[config.mk]
export PLATFORM = sky130hd
export DESIGN_NAME = ppu_div
export DESIGN_NICKNAME = d
export VERILOG_FILES = /design/src/sv/ppu_pkg.sv /design/src/sv/ppu_div.sv
export SDC_FILE = /design/constraint.sdc
export NUM_CORES = 1
export LEC_CHECK = 0
export BUFFER_PORTS_ARGS = -buffer_cell sky130_fd_sc_hd__buf_2
export CAP_MARGIN = 25
export CORE_MARGIN = 4
export CORE_UTILIZATION = 50
export DETAILED_ROUTE_END_ITERATION = 8
export PLACE_DENSITY_LB_ADDON = 0.1
export SLEW_MARGIN = 20
export SYNTH_ARGS = -nofsm -noshare
export SYNTH_HDL_FRONTEND = slang
export SYNTH_SLANG_ARGS = --single-unit
[constraint.sdc]
create_clock -name i_clk -period 2.51 [get_ports i_clk]
set_clock_uncertainty 0.1 [all_clocks]
set_input_delay 0.251 -clock i_clk [delete_from_list [all_inputs] [get_ports i_clk]]
set_output_delay 0.251 -clock i_clk [all_outputs]
set_load 0.1 [all_outputs]
[src/sv/ppu_pkg.sv]
// ----------------------------------------------------------------------------
// ppu_pkg
// Shared types, constants and register map of the particle pool update unit.
// ----------------------------------------------------------------------------
package ppu_pkg;

    localparam int PARTICLES = 32;
    localparam int SLOT_W    = (PARTICLES > 1) ? $clog2(PARTICLES) : 1;
    localparam int CNT_W     = $clog2(PARTICLES + 1);

    localparam int PADDR_W = 5;

    localparam logic [PADDR_W-1:0] ADDR_LIFE_MAX    = 5'd0;
    localparam logic [PADDR_W-1:0] ADDR_DECAY_HORIZ = 5'd4;
    localparam logic [PADDR_W-1:0] ADDR_DECAY_VERT  = 5'd8;
    localparam logic [PADDR_W-1:0] ADDR_GROWTH_RATE = 5'd12;
    localparam logic [PADDR_W-1:0] ADDR_START_SIZE  = 5'd16;

    localparam logic ACTION_SPAWN = 1'b0;
    localparam logic ACTION_TICK  = 1'b1;

    typedef struct packed {
        logic        action;
        logic [31:0] spawn_x;
        logic [31:0] spawn_y;
        logic [31:0] spawn_z;
        logic [31:0] start_vx;
        logic [31:0] start_vy;
        logic [31:0] start_vz;
        logic [15:0] time_step;
    } t_in_item;

    typedef struct packed {
        logic        accepted;
        logic [5:0]  slot;
        logic [31:0] cur_x;
        logic [31:0] cur_y;
        logic [31:0] cur_z;
        logic [31:0] cur_size;
        logic [7:0]  alpha;
        logic        last;
    } t_out_item;

    typedef struct packed {
        logic [15:0] life_max;
        logic [15:0] decay_horizontal;
        logic [15:0] decay_vertical;
        logic [15:0] growth_rate;
        logic [31:0] start_size;
    } t_cfg;

    // divider handshake
    typedef struct packed {
        logic        start;
        logic [23:0] num;
        logic [15:0] den;
    } t_div_req;

    typedef struct packed {
        logic        done;
        logic [7:0]  quo;
    } t_div_rsp;

    typedef enum logic [4:0] {
        ST_IDLE,
        ST_SCAN,
        ST_SPAWN,
        ST_FULL,
        ST_TSCAN,
        ST_RD,
        ST_PX,
        ST_PY,
        ST_PZ,
        ST_VX,
        ST_VY,
        ST_VZ,
        ST_G1,
        ST_G2,
        ST_G3,
        ST_ALPHA,
        ST_EMIT,
        ST_OUT
    } t_state;

endpackage

[src/sv/ppu_div.sv]
// ----------------------------------------------------------------------------
// ppu_div
// Restoring divider for alpha: quotient of a 24-bit numerator, 8 bits kept
// with saturation at 255. One quotient bit per cycle.
// ----------------------------------------------------------------------------
module ppu_div (
    input  logic              i_clk,
    input  logic              i_rst_n,
    input  ppu_pkg::t_div_req i_req,
    output ppu_pkg::t_div_rsp o_rsp
);
    logic [23:0] r_num;
    logic [16:0] r_rem;
    logic [15:0] r_den;
    logic [23:0] r_quo;
    logic [4:0]  r_cnt;
    logic        r_busy;
    logic        r_done;
    logic [16:0] trial;

    assign trial = {r_rem[15:0], r_num[23]};

    always_ff @(posedge i_clk) begin
        if (!i_rst_n) begin
            r_busy <= 1'b0;
            r_done <= 1'b0;
        end else begin
            r_done <= 1'b0;
            if (i_req.start) begin
                r_busy <= 1'b1;
            end else if (r_busy && r_cnt == 5'd23) begin
                r_busy <= 1'b0;
                r_done <= 1'b1;
            end
        end
    end

    always_ff @(posedge i_clk) begin
        if (i_req.start) begin
            r_num <= i_req.num;
            r_den <= i_req.den;
            r_rem <= 17'd0;
            r_quo <= 24'd0;
            r_cnt <= 5'd0;
        end else if (r_busy) begin
            r_num <= {r_num[22:0], 1'b0};
            r_cnt <= r_cnt + 5'd1;
            if (trial >= {1'b0, r_den}) begin
                r_rem <= trial - {1'b0, r_den};
                r_quo <= {r_quo[22:0], 1'b1};
            end else begin
                r_rem <= trial;
                r_quo <= {r_quo[22:0], 1'b0};
            end
        end
    end

    assign o_rsp.done = r_done;
    assign o_rsp.quo  = (r_quo[23:8] != 16'd0) ? 8'hFF : r_quo[7:0];
endmodule

==> results by group <==
Status
  • Outcome: finished, final reports clean

Worst hold path
  • WHS Endpoint: r_busy$_SDFFE_PN0P_
  • Min-Delay Path Class: in -> reg
  • Hold Crit Depth: 3
  • Worst Min Path Start: i_rst_n

STA
  • Setup TNS: 0 ns
  • Slew margin rel.: 64.2%
  • Final setup fails: 0
  • Hold Slack: 0.0255 ns
  • Tmin final: 2.31 ns
  • Fin. Hold Viols: 0
  • Final period util: 91.9%
  • RSZ-0062 raised after global routing: false
  • Fmax: 433 MHz
  • Worst Tran Pin Value: 0.530 ns
  • Slew Viols, Final: 0

Clock tree
  • Inserted Clock Buffers: 9
  • Clk buf depth: 2
  • Worst-path clk slew: 0.10 ns
  • Post-CTS Setup Inserts: 0
  • Worst-Skew Late Latency: 0.36 ns
  • Clk sinks: 87
  • CTS tree: built
  • CTS root buf: clkbuf_8
  • H-tree lvl count: 3

Floorplan
  • Die Wd: 99.6 µm
  • Core area: 0.00818 mm²
  • Die Ht: 99.6 µm
  • Die area: 0.00991 mm²
  • Top Ports: 52
  • Initial Utilization: 51.3%
  • Site Rows: 33

Route
  • Met3 routed WL: 215 µm
  • Total wire length: 7660 µm
  • Residual DRC: 0
  • DRT Pass-1 Iters: 4
  • Average wire per standard cell: 13.5 µm
  • Uppermost layer routed: met4
  • Post-Route M1 WL: 3620 µm
  • Vias: 2,964
  • Initial DRC Count: 103
  • Routed vias/inst: 5.21
  • Residual antenna-violating net count after detailed routing: 0
  • Met2 routed WL: 3660 µm

Worst setup path
  • Reg2reg setup slack: 0.20 ns
  • Worst Path Required: 2.67 ns
  • Worst Setup End Kind: flop
  • Top fanout value on the critical path: 4
  • CP max stage delay: 0.58 ns
  • CP Launch Type: flop
  • RR Endpoint: r_rem[13]$_SDFFE_PP0P_
  • CP arrival: 2.47 ns
  • Critical-path cell list: inv_1 -> ha_1 -> nand2b_1 -> a211oi_2 -> nor2_1 -> o41ai_1 -> xnor2_1 -> o21ai_1
  • Reg2reg start: r_den[1]$_DFFE_PP_
  • Reg2Reg Depth: 8
  • Crit Path Category: reg -> reg
  • Crit-path slowest cell: o41ai_1

Layout
  • Share of cells above drive strength 1: 25.0%
  • Fill count: 724
  • Syn-to-layout area delta: 17.9%
  • Antenna Cells: 0
  • Final instance count without filler cells: 569
  • Utilization after layout: 60.5%
  • NumNets Final: 520

Placed design
  • Gpl congestion: 0.850
  • # port buffers: 51
  • DP Cell Count: 537
  • DP Wirelength: 5490 µm

Global route
  • Largest net degree at the start of global routing: 33
  • Initial antenna violation count: 0
  • Total grt overflow: 0
  • First-pass GRT wire length: 13,400 µm
  • Vias in the first global route: 3,002
  • Total Routing Usage GR: 16.7%

Yosys
  • Synth top cells by count: 50 x nor2_1, 47 x dfxtp_1, 40 x edfxtp_1
  • Top cell type's share of synthesized area: 28.6%
  • Most common cell in the synthesized netlist: nor2_1
  • Cell count after synthesis: 387
  • Synthesis-stage register bit count: 87
  • Area of the mapped netlist: 0.00419 mm²
  • Dominant synthesized flop cell: dfxtp_1
  • YS warnings: 0
  • Fraction of registers with async set/reset: 0%
  • Avg Inst Size Synth: 10.8 µm²
  • Post-synth EDFFs: 40
  • Post-synthesis cell type count: 45
  • Seq/Total Area, Yosys: 51.1%
  • Synth area leaders: edfxtp_1 29%, dfxtp_1 22%, mux2i_1 8.8%, mux2_2 6.2%, ha_1 5.1%
  • Top cell type by total area after synthesis: edfxtp_1
  • Net Count, Synth: 448

Pwr
  • Cell Pwr Density: 621 mW/mm²
  • Final Total Pwr: 3070 µW
  • Leak: 0.00210 µW
  • Worst VDD drop: 0.299 mV

Flow run
  • Max-Cap Viols: 0
state kept, by name, indices dropped and copies added (netlist names):
| name | flops |
|---|---|
| r_num | 24 |
| r_quo | 24 |
| r_den | 16 |
| r_rem | 16 |
| r_cnt | 5 |
| r_busy | 1 |
| r_done | 1 |
per-layer routing:
layer	up-vias	global-route usage, %
li1	1518	-
met1	1402	20.9
met2	30	27.8
met3	14	3.65
met4	0	7.25
met5	-	0
cell type report:
type,instances,area [µm²],share of cell area [%]
Sequential cell,87,2140,43.4
Multi-Input combinational cell,265,1920,38.8
Timing Repair Buffer,76,483,9.77
Clock buffer,11,153,3.09
Tap cell,105,131,2.66
Inverter,20,75.1,1.52
Clock inverter,5,38.8,0.785
timing repair:
item / CTS / global route
endpoints found under the setup margin: 0 / 4
hold buffers: 16 / 0
gates resized for setup: 0 / 4
hold endpoints to repair: 16 / 0
power by group:
part	switching [µW]	internal (µW)	total, µW	leakage (µW)
clock network	519	431	951	0.000101
registers	37.0	1580	1610	0.000779
logic	267	235	503	0.00122
total	823	2240	3070	0.00210
through the flow:
| step | cell area, µm² | setup slack, ns |
|---|---|---|
| floorplan | 4190 | 0.323 |
| global placement | 4580 | 0.151 |
| detailed placement | 4580 | 0.100 |
| CTS | 4930 | 0.0463 |
| global route | 4940 | 0.0258 |
| finish | 4940 | 0.203 |
worst max path at each step:
stage                        startpoint                      to  slack [ns]  cells after the start
finish               r_den[1]$_DFFE_PP_  r_rem[13]$_SDFFE_PP0P_        0.20                      8
global route        r_den[14]$_DFFE_PP_   r_rem[0]$_SDFFE_PP0P_        0.03                     10
CTS                 r_num[23]$_DFFE_PP_  r_rem[12]$_SDFFE_PP0P_        0.05                     10
detailed placement  r_num[23]$_DFFE_PP_  r_rem[12]$_SDFFE_PP0P_        0.10                     10
global placement    r_num[23]$_DFFE_PP_  r_rem[14]$_SDFFE_PP0P_        0.15                     10
floorplan           r_num[23]$_DFFE_PP_  r_rem[14]$_SDFFE_PP0P_        0.32                     10
worst max-delay path, delay by kind of cell (launching register included):
kind / cells / cell delay, ns
compound gates: 3 / 0.97
flops: 1 / 0.39
fa+ha+maj: 1 / 0.29
simple gates: 2 / 0.25
xor+xnor: 1 / 0.18
buf+inv: 1 / 0.06
cells by family after synthesis:
group,share of synthesized area [%]
and+or+nand+nor,12.1
buffers and inverters,3.49
DFF,51.1
muxes,15.0
xor gates and xnor gates,3.55
AOI/OAI and AO/OA,9.25
adders and majority gates,5.55
cells in the final DEF, fill, tap and decap left out, types with 2 or more instances in the layout:
master	synthesis	routed
nand3_1	2	2
buf_2	0	51
inv_6	0	2
a21oi_1	17	15
o21ai_1	3	3
nand2_1	24	24
o2111ai_1	2	2
nor2_1	50	50
mux2i_1	37	37
nand4_1	5	5
clkbuf_8	0	9
o31ai_1	2	2
or2_2	8	8
edfxtp_1	40	40
o41ai_1	2	2
a31oi_1	2	2
o21ai_0	15	15
a211oi_2	1	2
ha_1	17	17
xor2_1	10	10
xnor2_1	7	7
dlygate4sd3_1	0	16
dfxtp_1	47	46
clkinv_2	0	2
mux2_2	23	23
nor4_1	5	5
a211oi_1	7	6
a21oi_2	1	3
inv_1	20	20
nand2b_1	7	7
a21o_1	3	3
buf_4	2	9
Note: power is estimated with default switching activity, not from simulation.
