--- config.mk ---
export PLATFORM = sky130hd
export DESIGN_NAME = ppu_cfg
export DESIGN_NICKNAME = d
export VERILOG_FILES = /design/src/sv/ppu_pkg.sv /design/src/sv/ppu_cfg.sv
export SDC_FILE = /design/constraint.sdc
export NUM_CORES = 1
export LEC_CHECK = 0
export ABC_AREA = 0
export ABC_CLOCK_PERIOD_IN_PS = 2300
export BUFFER_PORTS_ARGS = -buffer_cell sky130_fd_sc_hd__buf_2
export CAP_MARGIN = 5
export CORE_ASPECT_RATIO = 1.75
export CORE_MARGIN = 2
export CORE_UTILIZATION = 25
export CTS_BUF_LIST = sky130_fd_sc_hd__clkbuf_16
export CTS_CLUSTER_DIAMETER = 50
export DETAILED_ROUTE_END_ITERATION = 7
export SLEW_MARGIN = 10
export SYNTH_ARGS = -nofsm -noshare
export SYNTH_HDL_FRONTEND = slang
export SYNTH_SLANG_ARGS = --single-unit
export TNS_END_PERCENT = 20
--- constraint.sdc ---
create_clock -name i_clk -period 2.3 [get_ports i_clk]
set_clock_uncertainty 0.1 [all_clocks]
set_input_delay 0.345 -clock i_clk [delete_from_list [all_inputs] [get_ports i_clk]]
set_output_delay 0.345 -clock i_clk [all_outputs]
set_load 0.01 [all_outputs]
--- src/sv/ppu_pkg.sv ---
// ----------------------------------------------------------------------------
// ppu_pkg
// Shared types, constants and register map of the particle pool update unit.
// ----------------------------------------------------------------------------
package ppu_pkg;

    localparam int PARTICLES = 32;
    localparam int SLOT_W    = (PARTICLES > 1) ? $clog2(PARTICLES) : 1;
    localparam int CNT_W     = $clog2(PARTICLES + 1);

    localparam int PADDR_W = 5;

    localparam logic [PADDR_W-1:0] ADDR_LIFE_MAX    = 5'd0;
    localparam logic [PADDR_W-1:0] ADDR_DECAY_HORIZ = 5'd4;
    localparam logic [PADDR_W-1:0] ADDR_DECAY_VERT  = 5'd8;
    localparam logic [PADDR_W-1:0] ADDR_GROWTH_RATE = 5'd12;
    localparam logic [PADDR_W-1:0] ADDR_START_SIZE  = 5'd16;

    localparam logic ACTION_SPAWN = 1'b0;
    localparam logic ACTION_TICK  = 1'b1;

    typedef struct packed {
        logic        action;
        logic [31:0] spawn_x;
        logic [31:0] spawn_y;
        logic [31:0] spawn_z;
        logic [31:0] start_vx;
        logic [31:0] start_vy;
        logic [31:0] start_vz;
        logic [15:0] time_step;
    } t_in_item;

    typedef struct packed {
        logic        accepted;
        logic [5:0]  slot;
        logic [31:0] cur_x;
        logic [31:0] cur_y;
        logic [31:0] cur_z;
        logic [31:0] cur_size;
        logic [7:0]  alpha;
        logic        last;
    } t_out_item;

    typedef struct packed {
        logic [15:0] life_max;
        logic [15:0] decay_horizontal;
        logic [15:0] decay_vertical;
        logic [15:0] growth_rate;
        logic [31:0] start_size;
    } t_cfg;

    // divider handshake
    typedef struct packed {
        logic        start;
        logic [23:0] num;
        logic [15:0] den;
    } t_div_req;

    typedef struct packed {
        logic        done;
        logic [7:0]  quo;
    } t_div_rsp;

    typedef enum logic [4:0] {
        ST_IDLE,
        ST_SCAN,
        ST_SPAWN,
        ST_FULL,
        ST_TSCAN,
        ST_RD,
        ST_PX,
        ST_PY,
        ST_PZ,
        ST_VX,
        ST_VY,
        ST_VZ,
        ST_G1,
        ST_G2,
        ST_G3,
        ST_ALPHA,
        ST_EMIT,
        ST_OUT
    } t_state;

endpackage

--- src/sv/ppu_cfg.sv ---
// ----------------------------------------------------------------------------
// ppu_cfg
// APB register file holding the pool configuration.
// ----------------------------------------------------------------------------
module ppu_cfg (
    input  logic                         i_clk,
    input  logic                         i_rst_n,
    input  logic                         psel,
    input  logic                         penable,
    input  logic                         pwrite,
    input  logic [ppu_pkg::PADDR_W-1:0]  paddr,
    input  logic [31:0]                  pwdata,
    output logic [31:0]                  prdata,
    output logic                         pready,
    output ppu_pkg::t_cfg                o_cfg
);
    ppu_pkg::t_cfg r_cfg;
    logic          wr;

    assign pready = 1'b1;
    assign wr     = psel & penable & pwrite;
    assign o_cfg  = r_cfg;

    always_ff @(posedge i_clk) begin
        if (!i_rst_n) begin
            r_cfg.life_max         <= 16'd13107;
            r_cfg.decay_horizontal <= 16'd3277;
            r_cfg.decay_vertical   <= 16'd32768;
            r_cfg.growth_rate      <= 16'd8192;
            r_cfg.start_size       <= 32'd16384;
        end else if (wr) begin
            case (paddr)
                ppu_pkg::ADDR_LIFE_MAX:    r_cfg.life_max         <= pwdata[15:0];
                ppu_pkg::ADDR_DECAY_HORIZ: r_cfg.decay_horizontal <= pwdata[15:0];
                ppu_pkg::ADDR_DECAY_VERT:  r_cfg.decay_vertical   <= pwdata[15:0];
                ppu_pkg::ADDR_GROWTH_RATE: r_cfg.growth_rate      <= pwdata[15:0];
                ppu_pkg::ADDR_START_SIZE:  r_cfg.start_size       <= pwdata;
                default: ;
            endcase
        end
    end

    always_comb begin
        case (paddr)
            ppu_pkg::ADDR_LIFE_MAX:    prdata = {16'd0, r_cfg.life_max};
            ppu_pkg::ADDR_DECAY_HORIZ: prdata = {16'd0, r_cfg.decay_horizontal};
            ppu_pkg::ADDR_DECAY_VERT:  prdata = {16'd0, r_cfg.decay_vertical};
            ppu_pkg::ADDR_GROWTH_RATE: prdata = {16'd0, r_cfg.growth_rate};
            ppu_pkg::ADDR_START_SIZE:  prdata = r_cfg.start_size;
            default:                   prdata = 32'd0;
        endcase
    end
endmodule

==> reports/summary.json, run 1 <==
{
  "yosys_warnings": {"value": 0},
  "cts_setup_buffers": {"value": 0},
  "route.vias.total": {"value": 4138},
  "hpwlAfterDp": {"value": 11200, "unit": "um"},
  "hold_viol_final": {"value": 0},
  "number_of_drc_violations_after_detailed_routing_iteration_0": {"value": 164},
  "h-tree-depth": {"value": 3},
  "cts_tree": {"value": "done"},
  "cpPeakStageDelay": {"value": 0.55, "unit": "ns"},
  "netlist_instances": {"value": 480},
  "yosys-top-cells-area": {"value": "sky130_fd_sc_hd__dfxtp_1 (43%), sky130_fd_sc_hd__mux2i_1 (25%), sky130_fd_sc_hd__nand2_1 (9.4%)"},
  "run_status": {"value": "finished clean"},
  "max_clock_freq": {"value": 468, "unit": "MHz"},
  "timing.hold.worst.start": {"value": "pwdata[17]"},
  "timing.critical_path.slowest_stage_cell": {"value": "sky130_fd_sc_hd__or4_1"},
  "place_congestion": {"value": 0.781},
  "placed_cell_area": {"value": 5680, "unit": "um2"},
  "synth.ff_latch_count": {"value": 96},
  "setup_slack": {"value": 0.164, "unit": "ns"},
  "rsz_0062_raised_after_global_routing": {"value": "no"},
  "synth.mux.area_fraction": {"value": 25.7, "unit": "%"},
  "drive_gt1_share": {"value": 33.8, "unit": "%"},
  "crit-reg2reg-launch": {"value": "o_cfg[14]"},
  "worst_ir_drop_vdd": {"value": 373, "unit": "uV"},
  "worst_setup_path_startpoint": {"value": "paddr[3]"},
  "synth.cell_area": {"value": 4450, "unit": "um2"},
  "synth_top_area_share": {"value": 43.2, "unit": "%"},
  "worst_ep_required_time": {"value": 1.86, "unit": "ns"},
  "hold_depth": {"value": 3},
  "route.detailed.drc": {"value": 0},
  "post_synthesis_xor_xnor_area_fraction": {"value": 0, "unit": "%"},
  "route.detailed.vias_per_inst": {"value": 4.71},
  "num_rows": {"value": 64},
  "clk-insertion-delay-late": {"value": 0.33, "unit": "ns"},
  "synthDominantAreaCellType": {"value": "sky130_fd_sc_hd__dfxtp_1"},
  "start_util": {"value": 25.5, "unit": "%"},
  "r2r-end": {"value": "o_cfg[14]"},
  "count_of_unique_library_cells_instantiated_by_yosys": {"value": 29},
  "grt_use_total": {"value": 16.2, "unit": "%"},
  "clkSlewWorstSetupHoldPaths": {"value": 0.07, "unit": "ns"},
  "die_outline_area": {"value": 18900, "unit": "um2"},
  "num_io_pins": {"value": 171},
  "nNetsFinal": {"value": 686},
  "crit_family": {"value": "buffers and inverters"},
  "min-delay-path-class": {"value": "input port to flop"},
  "path_common_cell": {"value": "sky130_fd_sc_hd__buf_2"},
  "fin_tns_setup": {"value": 0, "unit": "ns"},
  "timing.final.setup_violations": {"value": 0},
  "post_synthesis_adder_cell_area_fraction": {"value": 0, "unit": "%"},
  "die_w": {"value": 105, "unit": "um"},
  "synth-simple-area-share": {"value": 18.9, "unit": "%"},
  "p_leak": {"value": 2.93, "unit": "nW"},
  "buffer_ports.inserted": {"value": 169},
  "worstSetupStartpointType": {"value": "input port"},
  "number_of_global_route_vias_before_repair": {"value": 4106},
  "max_reg_flops": {"value": 96},
  "maxCapViolations": {"value": 0},
  "finalInstanceArea": {"value": 5990, "unit": "um2"},
  "grt_pass1_wl": {"value": 23700, "unit": "um"},
  "setup.worst_path.end_class": {"value": "output port"},
  "maximum_number_of_pins_on_one_net_before_global_route_repair": {"value": 52},
  "cts_resized": {"value": 0},
  "dpl_worst_slack": {"value": 0.152, "unit": "ns"},
  "synth_area_per_cell": {"value": 9.27, "unit": "um2"},
  "antenna-diode-count": {"value": 0},
  "syn-num-nets": {"value": 522},
  "arrival_time_worst_endpoint": {"value": 1.69, "unit": "ns"},
  "route.antenna.remaining_nets": {"value": 0},
  "reg2reg_slack": {"value": 1.48, "unit": "ns"},
  "clkSinkCount": {"value": 96},
  "syn_to_final_growth": {"value": 34.6, "unit": "%"},
  "timing.reg2reg.worst_path_depth": {"value": 2},
  "timing.hold.worst_endpoint": {"value": "o_cfg[17]"},
  "cp_cell_sequence": {"value": "buf_2 -> or4_1 -> buf_4 -> o221ai_1 -> buf_2"},
  "period_share": {"value": 92.9, "unit": "%"},
  "crit_type": {"value": "input port to output port"},
  "drtPass1Iterations": {"value": 4},
  "cts-root-buf": {"value": "sky130_fd_sc_hd__clkbuf_16"},
  "worst-path-buf-inv": {"value": 3},
  "synth_sequential_area_ratio": {"value": 43.2, "unit": "%"},
  "synth_top_family_by_area": {"value": "multiplexers"},
  "cp.depth": {"value": 5},
  "layout.core_utilization": {"value": 34.3, "unit": "%"},
  "die_height": {"value": 181, "unit": "um"},
  "worstPathMaxFanout": {"value": 15},
  "number_of_fill_cells": {"value": 1867},
  "core": {"value": 17500, "unit": "um2"},
  "fin_crit": {"value": 2.14, "unit": "ns"},
  "wire_per_inst": {"value": 17.6, "unit": "um"},
  "synth-compound-area-share": {"value": 6.49, "unit": "%"},
  "grt_remaining_overflow": {"value": 0},
  "antenna_violations_before_repair": {"value": 0},
  "drt_wl_total": {"value": 15500, "unit": "um"},
  "ctsLongestPathBuffers": {"value": 2},
  "power_per_cell_area": {"value": 588, "unit": "nW/um2"},
  "finalMaxSlewViolations": {"value": 0},
  "cts_inserted_buffers": {"value": 9},
  "holdBufCountCts": {"value": 0}
}
[report_power, final]
part / total (mW) / internal (mW) / switching [mW]
combinational: 0.263 / 0.0969 / 0.166
sequential: 1.67 / 1.67 / 0.00360
clock: 1.59 / 0.944 / 0.649
[cell families (layout without fill, tap and decap cells)]
| family | count (synthesis) | in the layout |
|---|---|---|
| simple gates | 180 | 180 |
| other cells | 1 | 1 |
| mux | 113 | 113 |
| buf+inv | 53 | 221 |
| flops | 96 | 96 |
| compound gates | 37 | 37 |
[layout make-up]
type                       instances  area [um2]  share of cell area [%]
inverter                           8        30.0                   0.501
timing repair buffer             198        1140                    19.0
multi-input combinational        331        2300                    38.4
clock inverter                     6        83.8                    1.40
clock buffer                       9         225                    3.76
tap                              231         289                    4.82
sequential                        96        1920                    32.1
[through the flow]
step | hold slack (ns) | instances | total power [mW]
after detailed placement | 0.356 | 864 | 1.97
after global routing | 0.126 | 879 | 3.68
after CTS | 0.128 | 879 | 3.57
after floorplan | 0.387 | 480 | 1.85
final | 0.143 | 879 | 3.53
after global placement | 0.351 | 864 | 1.97
[placed cells by master, fill, tap and decap left out, types with 8 or more instances in the layout]
master                      instances
sky130_fd_sc_hd__clkbuf_16          9
sky130_fd_sc_hd__nand3_1           26
sky130_fd_sc_hd__o221ai_1          15
sky130_fd_sc_hd__and3_1            17
sky130_fd_sc_hd__inv_1              8
sky130_fd_sc_hd__buf_4             24
sky130_fd_sc_hd__mux2i_1          112
sky130_fd_sc_hd__dfxtp_1           96
sky130_fd_sc_hd__buf_2            168
sky130_fd_sc_hd__nand2_1          112
sky130_fd_sc_hd__o31ai_1           12
[metal layers]
layer / vias to the layer above / share of wire (%) / GRT usage (%)
li1: 2014 / - / -
met1: 1975 / 40 / 17.9
met2: 130 / 53 / 30.1
met3: 19 / 4.3 / 3.22
met4: 0 / 2.2 / 6.24
met5: - / 0 / 0
[worst reg2reg max path: stages, from the launching register on]
cell and delay, ns:
sky130_fd_sc_hd__dfxtp_1 0.35, sky130_fd_sc_hd__a31oi_1 0.14, sky130_fd_sc_hd__o21ai_0 0.09
[synth_stat cells]
| master | count |
|---|---|
| sky130_fd_sc_hd__nor3_2 | 1 |
| sky130_fd_sc_hd__nor3_4 | 1 |
| sky130_fd_sc_hd__nand4_1 | 6 |
| sky130_fd_sc_hd__nor4_1 | 3 |
| sky130_fd_sc_hd__a31oi_1 | 2 |
| sky130_fd_sc_hd__o21ai_0 | 2 |
| sky130_fd_sc_hd__o31ai_1 | 12 |
| sky130_fd_sc_hd__buf_1 | 2 |
| sky130_fd_sc_hd__buf_8 | 1 |
| sky130_fd_sc_hd__clkbuf_1 | 29 |
| sky130_fd_sc_hd__nand2_1 | 112 |
| sky130_fd_sc_hd__buf_2 | 7 |
| sky130_fd_sc_hd__or4b_2 | 1 |
| sky130_fd_sc_hd__and3_1 | 17 |
| sky130_fd_sc_hd__conb_1 | 1 |
| sky130_fd_sc_hd__nor3_1 | 3 |
| sky130_fd_sc_hd__inv_1 | 8 |
| sky130_fd_sc_hd__buf_6 | 3 |
| sky130_fd_sc_hd__nor2b_1 | 6 |
| sky130_fd_sc_hd__or4_1 | 1 |
| sky130_fd_sc_hd__mux2i_1 | 112 |
| sky130_fd_sc_hd__buf_4 | 3 |
| sky130_fd_sc_hd__or4b_4 | 1 |
| sky130_fd_sc_hd__mux4_2 | 1 |
| sky130_fd_sc_hd__nor4b_1 | 2 |
| sky130_fd_sc_hd__nand3_1 | 26 |
| sky130_fd_sc_hd__o221ai_1 | 15 |
| sky130_fd_sc_hd__o211ai_1 | 6 |
| sky130_fd_sc_hd__dfxtp_1 | 96 |
[worst max-delay path by stage]
stage,endpoint
2_1_floorplan,prdata[11]
3_3_place_gp,prdata[14]
3_5_place_dp,prdata[3]
4_1_cts,prdata[3]
5_1_grt,prdata[3]
6_report,prdata[3]
No activity file was read; power rests on OpenSTA's default activity.
==> run 2, diff against run 1 <==
--- a/config.mk
+++ b/config.mk
@@ -5,7 +5,7 @@
 export SDC_FILE = /design/constraint.sdc
 export NUM_CORES = 1
 export LEC_CHECK = 0
-export ABC_AREA = 0
+export ABC_AREA = 1
 export ABC_CLOCK_PERIOD_IN_PS = 2300
 export BUFFER_PORTS_ARGS = -buffer_cell sky130_fd_sc_hd__buf_2
 export CAP_MARGIN = 5
@@ -15,6 +15,7 @@
 export CTS_BUF_LIST = sky130_fd_sc_hd__clkbuf_16
 export CTS_CLUSTER_DIAMETER = 50
 export DETAILED_ROUTE_END_ITERATION = 7
+export SKIP_CTS_REPAIR_TIMING = 1
 export SLEW_MARGIN = 10
 export SYNTH_ARGS = -nofsm -noshare
 export SYNTH_HDL_FRONTEND = slang
==> run 2 against run 1 <==
Combinational power grew 13%. Worst setup slack lost 0.013 ns. Via count grew 29%. Sequential share of layout area shrank 2.0 points. Worst hold slack lost 0.041 ns. Register-to-register slack gained 0.10 ns. Routed wire length grew 19%. Non-clock buffer count grew 1. Cell count grew 35%. Maximum frequency shrank 0.60%.
==> reports/summary.json, run 2 <==
{
  "route.vias.total": {"value": 5321, "change": "+29%"},
  "synth_area_per_cell": {"value": 6.25, "unit": "um2", "change": "-33%"},
  "maxCapViolations": {"value": 0, "change": "unchanged"},
  "place_congestion": {"value": 0.831, "change": "+6.4%"},
  "hpwlAfterDp": {"value": 13900, "unit": "um", "change": "+24%"},
  "synth_top_area_share": {"value": 39.3, "unit": "%", "change": "-3.9 points"},
  "slew_headroom": {"value": 66.3, "unit": "%"},
  "fin_tns_setup": {"value": 0, "unit": "ns", "change": "unchanged"},
  "synth-compound-area-share": {"value": 0.102, "unit": "%", "change": "-6.4 points"},
  "number_of_global_route_vias_before_repair": {"value": 5186, "change": "+26%"},
  "syn-num-nets": {"value": 825, "change": "+58%"},
  "buffer_ports.inserted": {"value": 169, "change": "unchanged"},
  "h-tree-depth": {"value": 3, "change": "unchanged"},
  "crit_type": {"value": "input port to output port"},
  "route.detailed.drc": {"value": 0, "change": "unchanged"},
  "worstSetupStartpointType": {"value": "input port"},
  "grt_remaining_overflow": {"value": 0, "change": "unchanged"},
  "num_rows": {"value": 67, "change": "+4.7%"},
  "cts_inserted_buffers": {"value": 9, "change": "unchanged"},
  "commonest_non_fill_non_tap_cells_in_the_layout": {"value": "sky130_fd_sc_hd__nor2_1 (205), sky130_fd_sc_hd__nand2_1 (201), sky130_fd_sc_hd__buf_2 (169)"},
  "reg2reg_slack": {"value": 1.58, "unit": "ns", "change": "+0.10 ns"},
  "cp_cell_sequence": {"value": "buf_2 -> inv_1 -> nor2_1 -> buf_4 -> nand4_1 -> nand2_1 -> nor2_1 -> nand2_1 -> buf_2"},
  "worstPathMaxFanout": {"value": 9, "change": "-6"},
  "setup.worst_path.end_class": {"value": "output port"},
  "synth.mux.area_fraction": {"value": 0, "unit": "%", "change": "-26 points"},
  "rsz_0062_raised_after_global_routing": {"value": "no"},
  "timing.reg2reg.worst_path_depth": {"value": 2, "change": "unchanged"},
  "clkSlewWorstSetupHoldPaths": {"value": 0.08, "unit": "ns", "change": "about the same"},
  "drt_wl_total": {"value": 18500, "unit": "um", "change": "+19%"},
  "min-delay-path-class": {"value": "input port to flop"},
  "cts_tree": {"value": "done"},
  "synth_top_flop_cell": {"value": "sky130_fd_sc_hd__dfxtp_1"},
  "number_of_drc_violations_after_detailed_routing_iteration_0": {"value": 273, "change": "+66%"},
  "worst_ir_drop_vdd": {"value": 268, "unit": "uV", "change": "-28%"},
  "post_synthesis_adder_cell_area_fraction": {"value": 0, "unit": "%", "change": "unchanged"},
  "grt_use_total": {"value": 18.1, "unit": "%", "change": "+1.9 points"},
  "max_clock_freq": {"value": 465, "unit": "MHz", "change": "-0.60%"},
  "worst_ep_required_time": {"value": 1.86, "unit": "ns", "change": "about the same"},
  "count_of_unique_library_cells_instantiated_by_yosys": {"value": 20, "change": "-31%"},
  "fin_crit": {"value": 2.15, "unit": "ns", "change": "+0.0129 ns"},
  "route.antenna.remaining_nets": {"value": 0, "change": "unchanged"},
  "timing.critical_path.slowest_stage_cell": {"value": "sky130_fd_sc_hd__inv_1"},
  "power_per_cell_area": {"value": 549, "unit": "nW/um2", "change": "-6.6%"},
  "ctsLongestPathBuffers": {"value": 2, "change": "unchanged"},
  "drtPass1Iterations": {"value": 5, "change": "+1"},
  "cpPeakStageDelay": {"value": 0.30, "unit": "ns", "change": "-0.25 ns"},
  "hold_viol_final": {"value": 0, "change": "unchanged"},
  "drive_gt1_share": {"value": 24.7, "unit": "%", "change": "-9.1 points"},
  "maximum_number_of_pins_on_one_net_before_global_route_repair": {"value": 97, "change": "+87%"},
  "number_of_fill_cells": {"value": 2149, "change": "+15%"},
  "die_w": {"value": 110, "unit": "um", "change": "+4.6%"},
  "synth_top_family_by_area": {"value": "simple AND/OR/NAND/NOR gates"},
  "syn_to_final_growth": {"value": 30.5, "unit": "%"},
  "synthDominantAreaCellType": {"value": "sky130_fd_sc_hd__dfxtp_1"},
  "max_reg_flops": {"value": 96, "change": "unchanged"},
  "post_synth_edffs": {"value": 0, "change": "unchanged"},
  "synth-simple-area-share": {"value": 48.7, "unit": "%", "change": "+30 points"},
  "yosys-top-cells-area": {"value": "sky130_fd_sc_hd__dfxtp_1 (39%), sky130_fd_sc_hd__nor2_1 (16%), sky130_fd_sc_hd__nand2_1 (15%)"},
  "yosys_warnings": {"value": 0, "change": "unchanged"},
  "cts-root-buf": {"value": "sky130_fd_sc_hd__clkbuf_16"},
  "most_common_cell_in_the_netlist": {"value": "sky130_fd_sc_hd__nor2_1"},
  "worst-path-buf-inv": {"value": 4, "change": "+1"},
  "antenna_violations_before_repair": {"value": 2, "change": "+2"},
  "finalMaxSlewViolations": {"value": 0, "change": "unchanged"},
  "timing.final.setup_violations": {"value": 0, "change": "unchanged"},
  "clk-insertion-delay-late": {"value": 0.35, "unit": "ns", "change": "+0.02 ns"},
  "core": {"value": 19200, "unit": "um2", "change": "+10%"},
  "route.detailed.vias_per_inst": {"value": 4.47, "change": "-5.1%"},
  "async_reset_ff_share": {"value": 0, "unit": "%", "change": "unchanged"},
  "layout.core_utilization": {"value": 33.2, "unit": "%", "change": "-1.1 points"},
  "die_height": {"value": 189, "unit": "um", "change": "+4.7%"},
  "synth.cell_area": {"value": 4890, "unit": "um2", "change": "+9.9%"},
  "mostFrequentLayoutCell": {"value": "sky130_fd_sc_hd__nor2_1"},
  "hold_depth": {"value": 3, "change": "unchanged"},
  "start_util": {"value": 25.5, "unit": "%", "change": "about the same"},
  "run_status": {"value": "finished clean"},
  "num_io_pins": {"value": 171, "change": "unchanged"},
  "synth_sequential_area_ratio": {"value": 39.3, "unit": "%", "change": "-3.9 points"},
  "clkSinkCount": {"value": 96, "change": "unchanged"},
  "timing.hold.worst.start": {"value": "pwdata[7]"},
  "post_synthesis_xor_xnor_area_fraction": {"value": 0, "unit": "%", "change": "unchanged"},
  "die_outline_area": {"value": 20700, "unit": "um2", "change": "+9.6%"},
  "crit_family": {"value": "buffers and inverters"},
  "r2r-end": {"value": "o_cfg[68]"},
  "crit-reg2reg-launch": {"value": "o_cfg[68]"},
  "period_share": {"value": 93.4, "unit": "%", "change": "+0.56 points"},
  "worst_setup_path_startpoint": {"value": "paddr[2]"},
  "worst-slew-pin-transition": {"value": 0.504, "unit": "ns"},
  "arrival_time_worst_endpoint": {"value": 1.70, "unit": "ns", "change": "about the same"},
  "antenna-diode-count": {"value": 0, "change": "unchanged"},
  "netlist_top_cells_count": {"value": "sky130_fd_sc_hd__nor2_1 (206), sky130_fd_sc_hd__nand2_1 (201), sky130_fd_sc_hd__nand3_1 (97)"},
  "p_leak": {"value": 3.20, "unit": "nW", "change": "+9.1%"},
  "synth.ff_latch_count": {"value": 96, "change": "unchanged"},
  "grt_pass1_wl": {"value": 28300, "unit": "um", "change": "+20%"},
  "timing.hold.worst_endpoint": {"value": "o_cfg[71]"},
  "wire_per_inst": {"value": 15.5, "unit": "um", "change": "-12%"},
  "nNetsFinal": {"value": 987, "change": "+44%"},
  "netlist_instances": {"value": 783, "change": "+63%"}
}
-- run 2: tightest hold or removal path, stage by stage --
cell and delay, ns:
sky130_fd_sc_hd__buf_2 0.09, sky130_fd_sc_hd__nand2_1 0.05, sky130_fd_sc_hd__nand3_1 0.05
-- run 2: per-stage QoR --
step | total power, mW | worst slack [ns] | hold slack, ns | cell area [um2] | instances
floorplan | 1.88 | 0.521 | 0.358 | 4890 | 783
global placement | 2.01 | 0.165 | 0.370 | 6080 | 1175
detailed placement | 2.01 | 0.130 | 0.386 | 6080 | 1175
CTS | 3.55 | 0.128 | 0.0899 | 6380 | 1191
global route | 3.63 | 0.0766 | 0.103 | 6380 | 1191
finish | 3.51 | 0.151 | 0.102 | 6380 | 1191
-- run 2: cell families after synthesis --
kind of cell,after synthesis
DFF,96
buffers and inverters,132
other,1
and+or+nand+nor,553
AOI/OAI and AO/OA,1
-- run 2: how the worst max path moves through the flow --
| stage | endpoint | slack (ns) | cells past startpoint |
|---|---|---|---|
| 2_1_floorplan | prdata[0] | 0.52 | 8 |
| 3_3_place_gp | prdata[7] | 0.17 | 9 |
| 3_5_place_dp | prdata[7] | 0.13 | 9 |
| 4_1_cts | prdata[7] | 0.13 | 9 |
| 5_1_grt | prdata[7] | 0.08 | 9 |
| 6_report | prdata[7] | 0.15 | 9 |
-- run 2: cell type report --
type	instances	area (um2)	area share, %
inverters	84	315	4.94
multi-input cells	555	2400	37.6
clock buffers	9	225	3.53
flip-flops and latches	96	1920	30.1
clock inverters	7	71.3	1.12
repair buffers	199	1150	18.0
well taps	241	302	4.73
-- run 2: power by group --
part | leakage, nW | total [mW] | internal [mW] | switching, mW
logic | 2.28 | 0.297 | 0.0942 | 0.203
clock network | 0.139 | 1.53 | 0.844 | 0.690
registers | 0.774 | 1.67 | 1.67 | 0.00618
-- run 2: routing by layer --
| layer | part of all wire (%) | vias up | global-route usage (%) |
|---|---|---|---|
| li1 | - | 2727 | - |
| met1 | 38 | 2375 | 19.4 |
| met2 | 52 | 177 | 32.0 |
| met3 | 6.5 | 38 | 4.17 |
| met4 | 4.4 | 4 | 9.83 |
| met5 | 0.076 | - | 0 |
==> run 3, diff against run 2 <==
--- a/config.mk
+++ b/config.mk
@@ -14,7 +14,9 @@
 export CORE_UTILIZATION = 25
 export CTS_BUF_LIST = sky130_fd_sc_hd__clkbuf_16
 export CTS_CLUSTER_DIAMETER = 50
+export CTS_CLUSTER_SIZE = 14
 export DETAILED_ROUTE_END_ITERATION = 7
+export HOLD_SLACK_MARGIN = 0.02
 export SKIP_CTS_REPAIR_TIMING = 1
 export SLEW_MARGIN = 10
 export SYNTH_ARGS = -nofsm -noshare
==> constraint.sdc (replaced) <==
create_clock -name i_clk -period 2.3 [get_ports i_clk]
set_clock_uncertainty 0.1 [all_clocks]
set_input_delay 0.46 -clock i_clk [delete_from_list [all_inputs] [get_ports i_clk]]
set_output_delay 0.46 -clock i_clk [all_outputs]
set_load 0.01 [all_outputs]
==> run 3 against run 2 <==
Sequential share of layout area decreased by 0.41 points. Critical endpoint is now prdata[11]. Highest routed layer unchanged. Non-clock buffer count increased by 4. Utilization increased by 0.46 points. Via count increased by 0.73%. Count of clock-buffer cells in the layout unchanged. First-iteration DRC count increased by 1.1%. Clock power increased by 7%. Critical path type unchanged.
==> reports/summary.json, run 3 (synthesis gave the netlist of run 2 again) <==
{
  "run_status": {"value": "finished clean"},
  "number_of_drc_violations_after_detailed_routing_iteration_0": {"value": 276, "change": "+1.1%"},
  "number_of_global_route_vias_before_repair": {"value": 4840, "change": "-6.7%"},
  "num_io_pins": {"value": 171, "change": "unchanged"},
  "antenna-diode-count": {"value": 0, "change": "unchanged"},
  "placed_cell_area": {"value": 6140, "unit": "um2", "change": "+0.90%"},
  "power_per_cell_area": {"value": 558, "unit": "nW/um2", "change": "+1.6%"},
  "die_height": {"value": 189, "unit": "um", "change": "unchanged"},
  "wire_per_inst": {"value": 15.2, "unit": "um", "change": "-1.9%"},
  "cp_cell_sequence": {"value": "buf_2 -> nor2_2 -> buf_4 -> buf_4 -> nand4_1 -> nand2_1 -> nor2_1 -> nand2_1 -> buf_2"},
  "period_share": {"value": 96.4, "unit": "%", "change": "+2.9 points"},
  "place_congestion": {"value": 0.844, "change": "+1.6%"},
  "buffer_ports.inserted": {"value": 169, "change": "unchanged"},
  "cts_inserted_buffers": {"value": 9, "change": "unchanged"},
  "hold_viol_final": {"value": 0, "change": "unchanged"},
  "drtPass1Iterations": {"value": 5, "change": "unchanged"},
  "number_of_fill_cells": {"value": 2078, "change": "-3.3%"},
  "timing.hold.ws": {"value": 0.217, "unit": "ns", "change": "+0.115 ns"},
  "fin_tns_setup": {"value": 0, "unit": "ns", "change": "unchanged"},
  "arrival_time_worst_endpoint": {"value": 1.66, "unit": "ns", "change": "-0.04 ns"},
  "worstSetupStartpointType": {"value": "input port"},
  "cpPeakStageDelay": {"value": 0.22, "unit": "ns", "change": "-0.08 ns"},
  "crit-reg2reg-launch": {"value": "o_cfg[62]"},
  "timing.final.setup_violations": {"value": 0, "change": "unchanged"},
  "grt_pass1_wl": {"value": 27200, "unit": "um", "change": "-3.9%"},
  "syn_to_final_growth": {"value": 32.3, "unit": "%"},
  "die_w": {"value": 110, "unit": "um", "change": "unchanged"},
  "internal_power_consumption": {"value": 2.72, "unit": "mW", "change": "+4.5%"},
  "crit_family": {"value": "buffers and inverters"},
  "timing.critical_path.slowest_stage_cell": {"value": "sky130_fd_sc_hd__buf_4"},
  "reg2reg_slack": {"value": 1.54, "unit": "ns", "change": "-0.04 ns"},
  "endpoint": {"value": "prdata[11]"},
  "commonest_non_fill_non_tap_cells_in_the_layout": {"value": "sky130_fd_sc_hd__nor2_1 (205), sky130_fd_sc_hd__nand2_1 (201), sky130_fd_sc_hd__buf_2 (169)"},
  "nNetsFinal": {"value": 991, "change": "+0.41%"},
  "max_clock_freq": {"value": 451, "unit": "MHz", "change": "-3.1%"},
  "crit_type": {"value": "input port to output port"},
  "grt_use_total": {"value": 17.5, "unit": "%", "change": "-0.63 points"},
  "rsz_0062_raised_after_global_routing": {"value": "no"},
  "timing.hold.worst.start": {"value": "pwdata[10]"},
  "dp_cells": {"value": 1179, "change": "+0.34%"},
  "antenna_violations_before_repair": {"value": 1, "change": "-1"},
  "worst_setup_path_startpoint": {"value": "paddr[1]"},
  "cts_tree": {"value": "done"},
  "num_rows": {"value": 67, "change": "unchanged"},
  "worst-path-buf-inv": {"value": 4, "change": "unchanged"},
  "mostFrequentLayoutCell": {"value": "sky130_fd_sc_hd__nor2_1"},
  "route.vias.total": {"value": 5360, "change": "+0.73%"},
  "drt_wl_total": {"value": 18200, "unit": "um", "change": "-1.6%"},
  "setup.worst_path.end_class": {"value": "output port"},
  "h-tree-depth": {"value": 3, "change": "unchanged"},
  "ctsLongestPathBuffers": {"value": 2, "change": "unchanged"},
  "cts-root-buf": {"value": "sky130_fd_sc_hd__clkbuf_16"},
  "route.antenna.remaining_nets": {"value": 0, "change": "unchanged"},
  "clkSinkCount": {"value": 96, "change": "unchanged"},
  "layout.core_utilization": {"value": 33.7, "unit": "%", "change": "+0.46 points"},
  "worst_ep_required_time": {"value": 1.74, "unit": "ns", "change": "-0.12 ns"},
  "drive_gt1_share": {"value": 25.1, "unit": "%", "change": "+0.32 points"},
  "timing.reg2reg.worst_path_depth": {"value": 2, "change": "unchanged"},
  "cp.depth": {"value": 9, "change": "unchanged"},
  "core": {"value": 19200, "unit": "um2", "change": "unchanged"},
  "seq_power_share": {"value": 46.4, "unit": "%", "change": "-1.4 points"},
  "sw_frac_of_total": {"value": 24.5, "unit": "%", "change": "-1.1 points"},
  "clk-insertion-delay-late": {"value": 0.34, "unit": "ns", "change": "about the same"},
  "start_util": {"value": 25.5, "unit": "%", "change": "unchanged"},
  "hpwlAfterDp": {"value": 14100, "unit": "um", "change": "+1.6%"},
  "die_outline_area": {"value": 20700, "unit": "um2", "change": "unchanged"},
  "worst_ir_drop_vdd": {"value": 290, "unit": "uV", "change": "+8.2%"},
  "max_reg_flops": {"value": 96, "change": "unchanged"},
  "share_clk_of_total_power": {"value": 45.2, "unit": "%", "change": "+1.4 points"},
  "comb_power_share": {"value": 8.4, "unit": "%", "change": "about the same"},
  "finalInstanceArea": {"value": 6470, "unit": "um2", "change": "+1.4%"},
  "clkSlewWorstSetupHoldPaths": {"value": 0.07, "unit": "ns", "change": "about the same"},
  "p_leak": {"value": 3.24, "unit": "nW", "change": "+1.3%"},
  "route.detailed.vias_per_inst": {"value": 4.49, "change": "+0.40%"},
  "finish.cell_count_without_fillers": {"value": 1195, "change": "+0.34%"},
  "maximum_number_of_pins_on_one_net_before_global_route_repair": {"value": 38, "change": "-61%"},
  "fin_crit": {"value": 2.22, "unit": "ns", "change": "+0.0678 ns"},
  "grt_remaining_overflow": {"value": 0, "change": "unchanged"},
  "min-delay-path-class": {"value": "input port to flop"},
  "p_switching": {"value": 0.885, "unit": "mW", "change": "-1.5%"},
  "finalMaxSlewViolations": {"value": 0, "change": "unchanged"},
  "route.detailed.drc": {"value": 0, "change": "unchanged"},
  "maxCapViolations": {"value": 0, "change": "unchanged"},
  "r2r-end": {"value": "o_cfg[62]"},
  "worstPathMaxFanout": {"value": 17, "change": "+8"}
}
[run 3: metal layers]
layer,routed length [um],share of wire [%],global-route usage (%),vias up
li1,-,-,-,2743
met1,6960,38,18.9,2396
met2,9260,51,31.0,186
met3,1230,6.8,4.30,33
met4,702,3.9,8.37,2
met5,13,0.072,0,-
[run 3: through the flow]
| step | power (mW) | setup slack, ns |
|---|---|---|
| finish | 3.61 | 0.0832 |
| global route | 3.75 | 0.00795 |
| CTS | 3.66 | 0.0766 |
| detailed placement | 2.02 | 0.0789 |
| global placement | 2.02 | 0.107 |
| floorplan | 1.88 | 0.291 |
[run 3: worst reg2reg max path: stages (launching register included)]
cell,delay (ns)
sky130_fd_sc_hd__dfxtp_1,0.43
sky130_fd_sc_hd__nor2_1,0.08
sky130_fd_sc_hd__nor2_1,0.09
[run 3: final cells by class]
type	instances	area (um2)	area share, %
clock inverters	7	96.3	1.49
multi-input cells	555	2400	37.1
clock buffers	9	225	3.48
well taps	241	302	4.66
repair buffers	203	1210	18.7
flip-flops and latches	96	1920	29.7
inverters	84	315	4.87
[run 3: worst min-delay path by stage]
stage	to	slack, ns	cells past startpoint
2_1_floorplan	o_cfg[80]	0.40	2
3_3_place_gp	o_cfg[80]	0.36	2
3_5_place_dp	o_cfg[93]	0.37	2
4_1_cts	o_cfg[74]	0.21	3
5_1_grt	o_cfg[70]	0.22	3
6_report	o_cfg[74]	0.22	3
[run 3: power groups by stage]
| stage | combinational (mW) | clock (mW) | sequential, mW |
|---|---|---|---|
| 2_1_floorplan | 0.168 | 0 | 1.71 |
| 3_3_place_gp | 0.303 | 0 | 1.71 |
| 3_5_place_dp | 0.304 | 0 | 1.71 |
| 4_1_cts | 0.304 | 1.68 | 1.67 |
| 5_1_grt | 0.334 | 1.74 | 1.67 |
| 6_report | 0.304 | 1.63 | 1.67 |
